`config.mk`:
```
export PLATFORM = sky130hd
export DESIGN_NAME = toy_isa_decode_execute
export DESIGN_NICKNAME = d
export VERILOG_FILES = /design/src/rtl/tide_pkg.sv /design/src/rtl/tide_ram.sv /design/src/rtl/tide_regfile.sv /design/src/rtl/tide_alu.sv /design/src/rtl/toy_isa_decode_execute.sv
export SDC_FILE = /design/constraint.sdc
export NUM_CORES = 1
export LEC_CHECK = 0
export ABC_AREA = 1
export ABC_CLOCK_PERIOD_IN_PS = 3700
export BUFFER_PORTS_ARGS = -buffer_cell sky130_fd_sc_hd__buf_2
export CAP_MARGIN = 20
export CORE_ASPECT_RATIO = 0.5
export CORE_UTILIZATION = 55
export CTS_CLUSTER_DIAMETER = 60
export DETAILED_ROUTE_END_ITERATION = 8
export HOLD_SLACK_MARGIN = 0.02
export PLACE_DENSITY = 0.73
export SLEW_MARGIN = 0
export SYNTH_ARGS = -nofsm -noshare
export SYNTH_HDL_FRONTEND = slang
export SYNTH_SLANG_ARGS = --single-unit
```
`constraint.sdc`:
```
create_clock -name clk_i -period 3.7 [get_ports clk_i]
set_input_delay 0.74 -clock clk_i [delete_from_list [all_inputs] [get_ports clk_i]]
set_output_delay 0.74 -clock clk_i [all_outputs]
set_load 0.02 [all_outputs]
```
`src/rtl/tide_pkg.sv`:
```
`timescale 1ns / 1ps
// tide_pkg: shared constants, codes and types of the toy ISA decode/execute block.
// No dependencies; imported by every other file in rtl/ except tide_ram.
package tide_pkg;

  localparam int unsigned DataWidthDef = 16;
  localparam int unsigned RegDepth     = 8;
  localparam int unsigned RegAddrW     = $clog2(RegDepth);
  localparam int unsigned WordW        = 16;
  localparam int unsigned OutValW      = 16;

  // request function codes
  localparam logic [1:0] FUNC_EXEC    = 2'd0;
  localparam logic [1:0] FUNC_PRELOAD = 2'd1;
  localparam logic [1:0] FUNC_READ    = 2'd2;

  // opcodes
  localparam logic [3:0] OP_ADD   = 4'd0;
  localparam logic [3:0] OP_SUB   = 4'd1;
  localparam logic [3:0] OP_AND   = 4'd2;
  localparam logic [3:0] OP_OR    = 4'd3;
  localparam logic [3:0] OP_XOR   = 4'd4;
  localparam logic [3:0] OP_LOAD  = 4'd5;
  localparam logic [3:0] OP_STORE = 4'd6;

  // instruction type and operand mode
  localparam logic TYPE_ALU = 1'b0;
  localparam logic MODE_REG = 1'b0;
  localparam logic MODE_IMM = 1'b1;

  // result status codes
  localparam logic [1:0] ST_DONE    = 2'd0;
  localparam logic [1:0] ST_IGNORED = 2'd1;
  localparam logic [1:0] ST_READ    = 2'd2;

  typedef struct packed {
    logic                wrote;
    logic [RegAddrW-1:0] idx;
    logic [1:0]          status;
  } res_ctl_t;

endpackage

```
`src/rtl/tide_ram.sv`:
```
`timescale 1ns / 1ps
// tide_ram: generic single-write, single-read RAM with registered read data.
// No dependencies.
module tide_ram #(
  parameter int unsigned Width = 16,
  parameter int unsigned Depth = 8
) (
  input  logic                     clk_i,
  input  logic                     we_i,
  input  logic [$clog2(Depth)-1:0] waddr_i,
  input  logic [Width-1:0]         wdata_i,
  input  logic                     re_i,
  input  logic [$clog2(Depth)-1:0] raddr_i,
  output logic [Width-1:0]         rdata_o
);

  logic [Width-1:0] mem_q [Depth];
  logic [Width-1:0] rdata_q;

  always_ff @(posedge clk_i) begin
    if (we_i) begin
      mem_q[waddr_i] <= wdata_i;
    end
    if (re_i) begin
      rdata_q <= mem_q[raddr_i];
    end
  end

  assign rdata_o = rdata_q;

endmodule

```
`src/rtl/tide_regfile.sv`:
```
`timescale 1ns / 1ps
// tide_regfile: eight-entry register file, two RAM copies for two read ports,
// per-entry valid bits for the zero reset and a same-cycle write bypass. Uses tide_pkg, tide_ram.
module tide_regfile #(
  parameter int unsigned DataWidth = tide_pkg::DataWidthDef
) (
  input  logic                          clk_i,
  input  logic                          rst_ni,
  input  logic                          we_i,
  input  logic [tide_pkg::RegAddrW-1:0] waddr_i,
  input  logic [DataWidth-1:0]          wdata_i,
  input  logic                          re_i,
  input  logic [tide_pkg::RegAddrW-1:0] raddr_a_i,
  input  logic [tide_pkg::RegAddrW-1:0] raddr_b_i,
  output logic [DataWidth-1:0]          rdata_a_o,
  output logic [DataWidth-1:0]          rdata_b_o
);
  import tide_pkg::*;

  logic [RegDepth-1:0]  valid_q, valid_d;
  logic                 va_q, vb_q;
  logic                 byp_a_q, byp_b_q;
  logic [DataWidth-1:0] byp_data_q;
  logic [DataWidth-1:0] ram_a, ram_b;

  tide_ram #(.Width(DataWidth), .Depth(RegDepth)) u_ram_a (
    .clk_i   (clk_i),
    .we_i    (we_i),
    .waddr_i (waddr_i),
    .wdata_i (wdata_i),
    .re_i    (re_i),
    .raddr_i (raddr_a_i),
    .rdata_o (ram_a)
  );

  tide_ram #(.Width(DataWidth), .Depth(RegDepth)) u_ram_b (
    .clk_i   (clk_i),
    .we_i    (we_i),
    .waddr_i (waddr_i),
    .wdata_i (wdata_i),
    .re_i    (re_i),
    .raddr_i (raddr_b_i),
    .rdata_o (ram_b)
  );

  always_comb begin
    valid_d = valid_q;
    if (we_i) begin
      valid_d[waddr_i] = 1'b1;
    end
  end

  always_ff @(posedge clk_i or negedge rst_ni) begin
    if (!rst_ni) begin
      valid_q <= '0;
      va_q    <= 1'b0;
      vb_q    <= 1'b0;
      byp_a_q <= 1'b0;
      byp_b_q <= 1'b0;
    end else begin
      valid_q <= valid_d;
      if (re_i) begin
        va_q    <= valid_q[raddr_a_i];
        vb_q    <= valid_q[raddr_b_i];
        byp_a_q <= we_i && (waddr_i == raddr_a_i);
        byp_b_q <= we_i && (waddr_i == raddr_b_i);
      end
    end
  end

  always_ff @(posedge clk_i) begin
    if (re_i) begin
      byp_data_q <= wdata_i;
    end
  end

  assign rdata_a_o = byp_a_q ? byp_data_q : (va_q ? ram_a : '0);
  assign rdata_b_o = byp_b_q ? byp_data_q : (vb_q ? ram_b : '0);

endmodule

```
`src/rtl/tide_alu.sv`:
```
`timescale 1ns / 1ps
// tide_alu: decode of one request and the arithmetic-logical result.
// Uses tide_pkg.
module tide_alu #(
  parameter int unsigned DataWidth = tide_pkg::DataWidthDef
) (
  input  logic [1:0]                    func_i,
  input  logic [tide_pkg::WordW-1:0]    instr_word_i,
  input  logic [tide_pkg::RegAddrW-1:0] target_reg_i,
  input  logic [tide_pkg::WordW-1:0]    preload_value_i,
  input  logic [DataWidth-1:0]          rdata_a_i,
  input  logic [DataWidth-1:0]          rdata_b_i,
  output tide_pkg::res_ctl_t            ctl_o,
  output logic [DataWidth-1:0]          value_o
);
  import tide_pkg::*;

  logic                 itype;
  logic [3:0]           opc;
  logic                 mode;
  logic [RegAddrW-1:0]  rd;
  logic [3:0]           src;
  logic [DataWidth-1:0] first;
  logic [DataWidth-1:0] second;
  logic [DataWidth-1:0] res;
  logic                 op_ok;

  assign itype  = instr_word_i[15];
  assign opc    = instr_word_i[14:11];
  assign mode   = instr_word_i[10];
  assign rd     = instr_word_i[9:7];
  assign src    = instr_word_i[6:3];
  assign first  = (mode == MODE_IMM) ? DataWidth'(src) : rdata_a_i;
  assign second = rdata_b_i;

  always_comb begin
    res   = first;
    op_ok = 1'b1;
    if (itype == TYPE_ALU) begin
      case (opc)
        OP_ADD:  res = first + second;
        OP_SUB:  res = first - second;
        OP_AND:  res = first & second;
        OP_OR:   res = first | second;
        OP_XOR:  res = first ^ second;
        default: op_ok = 1'b0;
      endcase
    end else begin
      op_ok = (opc inside {OP_LOAD, OP_STORE});
    end
  end

  always_comb begin
    ctl_o   = '{wrote: 1'b0, idx: '0, status: ST_IGNORED};
    value_o = '0;
    case (func_i)
      FUNC_PRELOAD: begin
        ctl_o   = '{wrote: 1'b1, idx: target_reg_i, status: ST_DONE};
        value_o = DataWidth'(preload_value_i);
      end
      FUNC_READ: begin
        ctl_o   = '{wrote: 1'b0, idx: target_reg_i, status: ST_READ};
        value_o = rdata_a_i;
      end
      FUNC_EXEC: begin
        if (op_ok) begin
          ctl_o   = '{wrote: 1'b1, idx: rd, status: ST_DONE};
          value_o = res;
        end
      end
      default: begin
        ctl_o   = '{wrote: 1'b0, idx: '0, status: ST_IGNORED};
        value_o = '0;
      end
    endcase
  end

endmodule

```
`src/rtl/toy_isa_decode_execute.sv`:
```
`timescale 1ns / 1ps
// toy_isa_decode_execute: top level, request handshake, execute stage and output register.
// Uses tide_pkg, tide_regfile, tide_alu.
//
//   channel   direction  handshake               payload
//   request   in         in_valid_i / in_stall_o   func, instr_word, target_reg, preload_value
//   result    out        out_valid_o / out_stall_i wrote_reg, dest_index, dest_value, status
//
// One request per cycle while in_stall_o is low. The accepting edge reads both register-file
// RAM ports; the execute stage then executes, writes back and loads the output register.
// A write in the same edge as a later read is forwarded by the register file.
// Reset clears all registers to zero at once through per-entry valid bits.
// A stalled result holds the execute stage, which then stalls the request side.
module toy_isa_decode_execute #(
  parameter int unsigned DATA_WIDTH = tide_pkg::DataWidthDef
) (
  input  logic                          clk_i,
  input  logic                          rst_ni,
  input  logic                          in_valid_i,
  output logic                          in_stall_o,
  input  logic [1:0]                    func_i,
  input  logic [tide_pkg::WordW-1:0]    instr_word_i,
  input  logic [tide_pkg::RegAddrW-1:0] target_reg_i,
  input  logic [tide_pkg::WordW-1:0]    preload_value_i,
  output logic                          out_valid_o,
  input  logic                          out_stall_i,
  output logic                          wrote_reg_o,
  output logic [tide_pkg::RegAddrW-1:0] dest_index_o,
  output logic [tide_pkg::OutValW-1:0]  dest_value_o,
  output logic [1:0]                    status_o
);
  import tide_pkg::*;

  logic                  in_accept;
  logic                  s1_adv;
  logic                  out_free;
  logic                  s1_valid_q;
  logic [1:0]            s1_func_q;
  logic [WordW-1:0]      s1_word_q;
  logic [RegAddrW-1:0]   s1_tgt_q;
  logic [WordW-1:0]      s1_pre_q;
  logic [RegAddrW-1:0]   raddr_a;
  logic [RegAddrW-1:0]   raddr_b;
  logic [DATA_WIDTH-1:0] rdata_a;
  logic [DATA_WIDTH-1:0] rdata_b;
  res_ctl_t              ctl;
  logic [DATA_WIDTH-1:0] value;
  logic                  out_valid_q;
  res_ctl_t              out_ctl_q;
  logic [OutValW-1:0]    out_val_q;

  assign out_free   = !out_valid_q || !out_stall_i;
  assign s1_adv     = s1_valid_q && out_free;
  assign in_stall_o = s1_valid_q && !out_free;
  assign in_accept  = in_valid_i && !in_stall_o;

  assign raddr_a = (func_i == FUNC_READ) ? target_reg_i : instr_word_i[5:3];
  assign raddr_b = instr_word_i[2:0];

  tide_regfile #(.DataWidth(DATA_WIDTH)) u_regfile (
    .clk_i     (clk_i),
    .rst_ni    (rst_ni),
    .we_i      (s1_adv && ctl.wrote),
    .waddr_i   (ctl.idx),
    .wdata_i   (value),
    .re_i      (in_accept),
    .raddr_a_i (raddr_a),
    .raddr_b_i (raddr_b),
    .rdata_a_o (rdata_a),
    .rdata_b_o (rdata_b)
  );

  tide_alu #(.DataWidth(DATA_WIDTH)) u_alu (
    .func_i          (s1_func_q),
    .instr_word_i    (s1_word_q),
    .target_reg_i    (s1_tgt_q),
    .preload_value_i (s1_pre_q),
    .rdata_a_i       (rdata_a),
    .rdata_b_i       (rdata_b),
    .ctl_o           (ctl),
    .value_o         (value)
  );

  always_ff @(posedge clk_i or negedge rst_ni) begin
    if (!rst_ni) begin
      s1_valid_q  <= 1'b0;
      out_valid_q <= 1'b0;
    end else begin
      if (in_accept) begin
        s1_valid_q <= 1'b1;
      end else if (s1_adv) begin
        s1_valid_q <= 1'b0;
      end
      if (s1_adv) begin
        out_valid_q <= 1'b1;
      end else if (!out_stall_i) begin
        out_valid_q <= 1'b0;
      end
    end
  end

  always_ff @(posedge clk_i) begin
    if (in_accept) begin
      s1_func_q <= func_i;
      s1_word_q <= instr_word_i;
      s1_tgt_q  <= target_reg_i;
      s1_pre_q  <= preload_value_i;
    end
    if (s1_adv) begin
      out_ctl_q <= ctl;
      out_val_q <= OutValW'(value);
    end
  end

  assign out_valid_o  = out_valid_q;
  assign wrote_reg_o  = out_ctl_q.wrote;
  assign dest_index_o = out_ctl_q.idx;
  assign dest_value_o = out_val_q;
  assign status_o     = out_ctl_q.status;

endmodule

```
==> results of run 1 <==
## repair_timing
item / 4_1_cts / 5_1_grt
gates resized for setup: 2 / 52
cloned: 0 / 3
endpoints found under the setup margin: 40 / 110
pin swaps: 0 / 15
buffers inserted: 0 / 10
hold endpoints to repair: 0 / 0
## layer usage
metal | share of wire, % | routed length (um) | global-route usage (%)
met1 | 44 | 16800 | 46.2
met2 | 43 | 16500 | 45.3
met3 | 11 | 4100 | 5.36
met4 | 1.6 | 600 | 6.53
met5 | 0 | 0 | 0
## cell usage in the layout (no fill, tap or decap), drive strengths merged, types with 2 or more instances in the layout
cell type and instances:
o211ai 32, clkbuf 28, nor2 140, a311oi 6, a22oi 13, ha 49, dfrtp 14, a32o 3
a31oi 35, nand3 49, a21o 4, xor2 15, inv 179, o21a 2, clkinv 11, nand4 3
bufinv 3, nand2 230, o21ai 181, buf 138, o2111ai 2, o21bai 2, a21oi 132, o221ai 3
or2 14, edfxtp 232
## registers in the layout, indices dropped and copies added, names as in the netlist, 8 cells and up
signal	flops
u_regfile.u_ram_b.rdata_o	16
dest_value_o	16
s1_word_q	13
s1_pre_q	16
u_regfile.valid_q	8
u_regfile.u_ram_b.mem_q	128
u_regfile.u_ram_a.rdata_o	16
u_regfile.byp_data_q	16
## power by group
group	switching [mW]	total, mW	internal [mW]
logic	1.11	1.68	0.573
registers	0.0735	3.33	3.26
clock network	1.08	2.47	1.39
total	2.26	7.48	5.22
## metrics by stage
stage / area [sq um] / utilization, % / instances / power, mW
finish: 15300 / 65.8 / 1834 / 7.48
global route: 15300 / 65.8 / 1834 / 7.77
CTS: 15000 / 64.5 / 1821 / 7.33
detailed placement: 14200 / 61.2 / 1779 / 4.89
global placement: 14200 / 61.2 / 1779 / 4.85
floorplan: 13300 / - / 1413 / 4.35
## cells by family (layout without fill, tap and decap cells)
logic type / Yosys count / count (layout) / synth area share (%)
AND/OR/NAND/NOR: 437 / 438 / 14.1
AO/OA/AOI/OAI: 418 / 418 / 17.7
XOR/XNOR: 15 / 15 / 0.987
buffers and inverters: 247 / 360 / 7.43
flip-flops: 246 / 246 / 55.0
adder cells (fa/ha/maj): 50 / 50 / 4.76
## worst paths after layout
kind                                             endpoint  depth (start not counted)  slack [ps]                from
max                        u_regfile.u_ram_b.mem_q[4][13]                         25         120   u_regfile.byp_b_q
min                                           out_valid_o                          1         100              rst_ni
max reg2reg                u_regfile.u_ram_b.mem_q[4][13]                         25         120   u_regfile.byp_b_q
min reg2reg                                   out_valid_o                          2         480          s1_valid_q
max in group asynchronous               u_regfile.byp_b_q                          1        3310              rst_ni
min in group clk_i                            s1_pre_q[4]                          1         370  preload_value_i[4]
## area by class of cell
class	count	area, sq um	area share (%)
repair buffers	139	955	6.23
well taps	307	384	2.51
clock buffers	27	601	3.92
flip-flops and latches	246	7320	47.8
multi-input cells	921	5220	34.1
clock inverters	15	173	1.13
inverters	179	673	4.39
## worst max-delay path, delay by kind of cell (launching register included)
kind | cells | cell delay [ps]
adders and majority gates | 2 | 490
buffers and inverters | 5 | 600
AOI/OAI and AO/OA | 2 | 310
xor gates and xnor gates | 1 | 140
and+or+nand+nor | 15 | 1270
DFF | 1 | 480
==> run metrics, run 1 <==
status=completed; core area=23300 sq um; Detailed Route WL=38000 um; max-cap check violation count=0; diode count=0; Synth Flop Type=edfxtp_1; CP Class=flip-flop to flip-flop; setup ws final=123 ps; CTS HTree Levels=1; routability cong.=0.920; initial antenna violation count=0; first-pass detailed-route iteration total=6; fill cell count=1809; critical path endpoint category=flip-flop; global route total overflow=0; clock tree buffer depth=3; Avg Synthesized Cell Area=9.42 sq um; unique cell type count in the Yosys netlist=45; Setup Viol. Count Final=0; Pins Over Slew Limit=0; Reg clk slew, reported paths=70 ps; first-pass GRT wire length=57900 um; Worst-Margin Slew=1060 ps; row cnt=39; input/output buffers=64; TritonCTS clock tree=done; Syn Nets=1504; wire length per cell=20.7 um; Tmin final=3580 ps; Die Ht=112 um; vias in the first global route=10357; hold buffer count at cts=0; highest clock rate=280 MHz; cells after synthesis=1413; Final period util=96.7%; I/O Pins=65; DRC viols=0; share of layout cells above drive strength 1=18.0%; CP startpoint kind=flip-flop; top cells by count, synth=edfxtp_1, nand2_1, inv_1; crit path DAT=3850 ps; GRT Overall Usage=30.3%; die width=222 um; Slew HR=28.9%; post-synthesis sequential area ratio=55.0%; slowest CP cell=dfrtp_2; worst-path fanout max=7; Post-DP HPWL=24900 um; dpl ws=-51.0 ps; nets=1601; via count=10963; Pwr Density=488 nW/um^2; clock sink count=246; cell mode on critical path=nand2_1; Synth top area share=52.3%; DIE AREA=24900 sq um; clk_skew=16.4 ps; Hold Crit Class=primary input to async pin; Area growth syn-to-layout=15.1%; Yosys reg bits=246; maximum vdd drop=304 uV; most frequent cell after synthesis=edfxtp_1; Final Hold Viols=0; Critical Path RT=3980 ps; WHS=101 ps; initial core utilization=57.2%; root buf cell=clkbuf_16; leading area contributor after synthesis=edfxtp_1; Mapped Area=13300 sq um; TritonCTS buffer count=23; Async SR Flop Fraction=5.69%; Via density=5.98; Setup TNS=0 ps; Leak=6.42 nW; Post-synth EDFFs=232; Clk Latency, worst-skew pair=540 ps; largest net degree at the start of global routing=69; max incr delay on CP=480 ps; RSZ-0062 raised after global routing=yes; Iter 0 DRT Violations=1469; Yosys warnings=0; Post-DRT Antenna Nets=0; Area contributors post-synth=edfxtp_1, nand2_1, o21ai_0
Note: power is estimated with default switching activity, not from simulation.
==> run 2: changes to the inputs <==
Settings changed: CELL_PAD_IN_SITES_DETAIL_PLACEMENT from default to 0, CELL_PAD_IN_SITES_GLOBAL_PLACEMENT from default to 1, CORE_UTILIZATION 55 to 48, PLACE_DENSITY 0.73 to 0.91.
==> run 2 against run 1 <==
Net effect: largest cell class unchanged; die area up 14%; critical path type unchanged; largest power group unchanged; cell count increased by 3.4%; register-to-register slack improved by 30 ps.
==> run metrics, run 2 (synthesis results as in run 1) <==
commonest non-fill, non-tap cell in the layout=edfxtp_1 (unchanged); register with the most flip-flops=u_regfile.u_ram_b.mem_q (unchanged); Worst-Margin Slew=962 ps (was 1060 ps); setup ws final=150 ps (was 123 ps); total chip power=7.47 mW (was 7.48 mW); global route total overflow=0 (unchanged); first-pass GRT wire length=57300 um (was 57900 um); fill cell count=2248 (was 1809); core area=26900 sq um (was 23300 sq um); CP Class=flip-flop to flip-flop (unchanged); Critical Path RT=3960 ps (was 3980 ps); vias in the first global route=10446 (was 10357); crit path DAT=3810 ps (was 3850 ps); Tmin final=3550 ps (was 3580 ps); die width=238 um (was 222 um); TritonCTS buffer count=23 (unchanged); largest net degree at the start of global routing=71 (was 69); via count=10911 (was 10963); Pins Over Slew Limit=0 (unchanged); GRT Overall Usage=26.0% (was 30.3%); M1 GR Usage=37.3% (was 46.2%); diode count=0 (unchanged); Iter 0 DRT Violations=1260 (was 1469); Hold Crit Class=primary input to async pin (unchanged); nets=1598 (was 1601); WHS=90.8 ps (was 101 ps); initial antenna violation count=0 (unchanged); Setup TNS=0 ps (unchanged); P_sw=2.20 mW (was 2.26 mW); Detailed Route WL=37000 um (was 38000 um); TritonCTS clock tree=done (unchanged); clock tree buffer depth=3 (unchanged); clk_skew=38.1 ps (was 16.4 ps); Post-DP HPWL=25100 um (was 24900 um); clock group share of total power=33.3% (was 33.0%); Pwr Density=487 nW/um^2 (was 488 nW/um^2); DRC viols=0 (unchanged); wire length per cell=19.5 um (was 20.7 um); I/O Pins=65 (unchanged); cell internal pwr=5.27 mW (was 5.22 mW); input/output buffers=64 (unchanged); hold buffer count at cts=0 (unchanged); Reg clk slew, reported paths=70 ps (about the same); initial core utilization=49.6% (was 57.2%); number of flip-flops in the largest register=128 (unchanged); Clk Latency, worst-skew pair=540 ps (about the same); Leak=6.39 nW (was 6.42 nW); first-pass detailed-route iteration total=5 (was 6); maximum vdd drop=337 uV (was 304 uV); CTS HTree Levels=1 (unchanged); Area growth syn-to-layout=15.3% (was 15.1%); global routing usage on met3=5.18% (was 5.36%); CP startpoint kind=flip-flop (unchanged); Via density=5.75 (was 5.98); Seq pwr share=44.5% (about the same); Post-DRT Antenna Nets=0 (unchanged); clock sink count=246 (unchanged); max-cap check violation count=0 (unchanged); most frequent cells in the layout=edfxtp_1, nand2_1, inv_1 (unchanged); share of layout cells above drive strength 1=17.5% (was 18.0%); dpl ws=-75.0 ps (was -51.0 ps); Net Sw Frac=29.4% (was 30.2%); Top Usage Layer GRT=met2 (was met1); root buf cell=clkbuf_16 (unchanged); Final Hold Viols=0 (unchanged); Setup Viol. Count Final=0 (unchanged); combinational power share=22.1% (was 22.4%); critical path endpoint category=flip-flop (unchanged); status=completed (unchanged); reg2reg path depth=21 (was 25); row cnt=42 (was 39); Global Route met2 Usage=40.1% (was 45.3%); DIE AREA=28400 sq um (was 24900 sq um); highest clock rate=282 MHz (was 280 MHz); routability cong.=0.910 (was 0.920); Die Ht=120 um (was 112 um); Final period util=95.9% (was 96.7%); worst-path fanout max=5 (was 7); Slew HR=35.6% (was 28.9%)
-- run 2: per-layer routing --
layer / vias up / wire, um
met5: - / 0
met4: 0 / 915
met3: 78 / 3700
met2: 573 / 16200
met1: 5181 / 16100
li1: 5079 / -
-- run 2: timing repair --
action,4_1_cts,5_1_grt
pin swaps,1,13
endpoints found under the hold margin,0,0
buffers inserted,1,7
resized for setup,1,43
gates cloned,0,1
endpoints found under the setup margin,20,110
-- run 2: cell type report --
type	count	area (sq um)	area share, %
well taps	374	468	3.05
inverters	179	673	4.39
multi-input cells	920	5180	33.8
flip-flops and latches	246	7320	47.7
repair buffers	137	911	5.94
clock inverters	15	191	1.25
clock buffers	26	597	3.89
-- run 2: final timing paths --
check | startpoint | to | slack, ps
worst max-delay path | u_regfile.byp_b_q | u_regfile.byp_data_q[13] | 150
worst min-delay path | rst_ni | u_regfile.valid_q[7] | 90
worst max register to register | u_regfile.byp_b_q | u_regfile.byp_data_q[13] | 150
worst min register to register | s1_valid_q | out_valid_o | 480
max in group asynchronous | rst_ni | u_regfile.vb_q | 3300
min in group clk_i | instr_word_i[8] | s1_word_q[8] | 400
-- run 2: worst max-delay path, cell delays in order (launching register included) --
cell	delay, ps
dfrtp_1	420
buf_6	140
nand2_1	50
inv_1	50
nor2_2	130
ha_2	230
nand3_4	90
nor2_4	150
nand3_4	90
nor2_4	160
a21oi_2	70
xor2_1	140
ha_1	330
a21oi_2	190
o21ai_2	80
a21oi_2	130
nand3b_1	120
nand3_2	80
nand2_1	60
nand2_1	80
o211ai_1	240
buf_4	270
-- run 2: per-stage QoR --
step                      utilization [%]  instances  cell area (sq um)
after floorplan                         -       1413              13300
after global placement               53.3       1847              14300
after detailed placement             53.3       1847              14300
after CTS                            56.3       1889              15100
after global routing                 57.1       1897              15300
final                                57.1       1897              15300
-- run 2: power by group through the flow --
stage | Combinational (mW) | Sequential, mW | Clock [mW]
CTS | 1.53 | 3.32 | 2.52
global placement | 1.48 | 3.38 | 0
detailed placement | 1.52 | 3.38 | 0
global route | 1.82 | 3.33 | 2.62
floorplan | 0.954 | 3.40 | 0
finish | 1.65 | 3.32 | 2.49
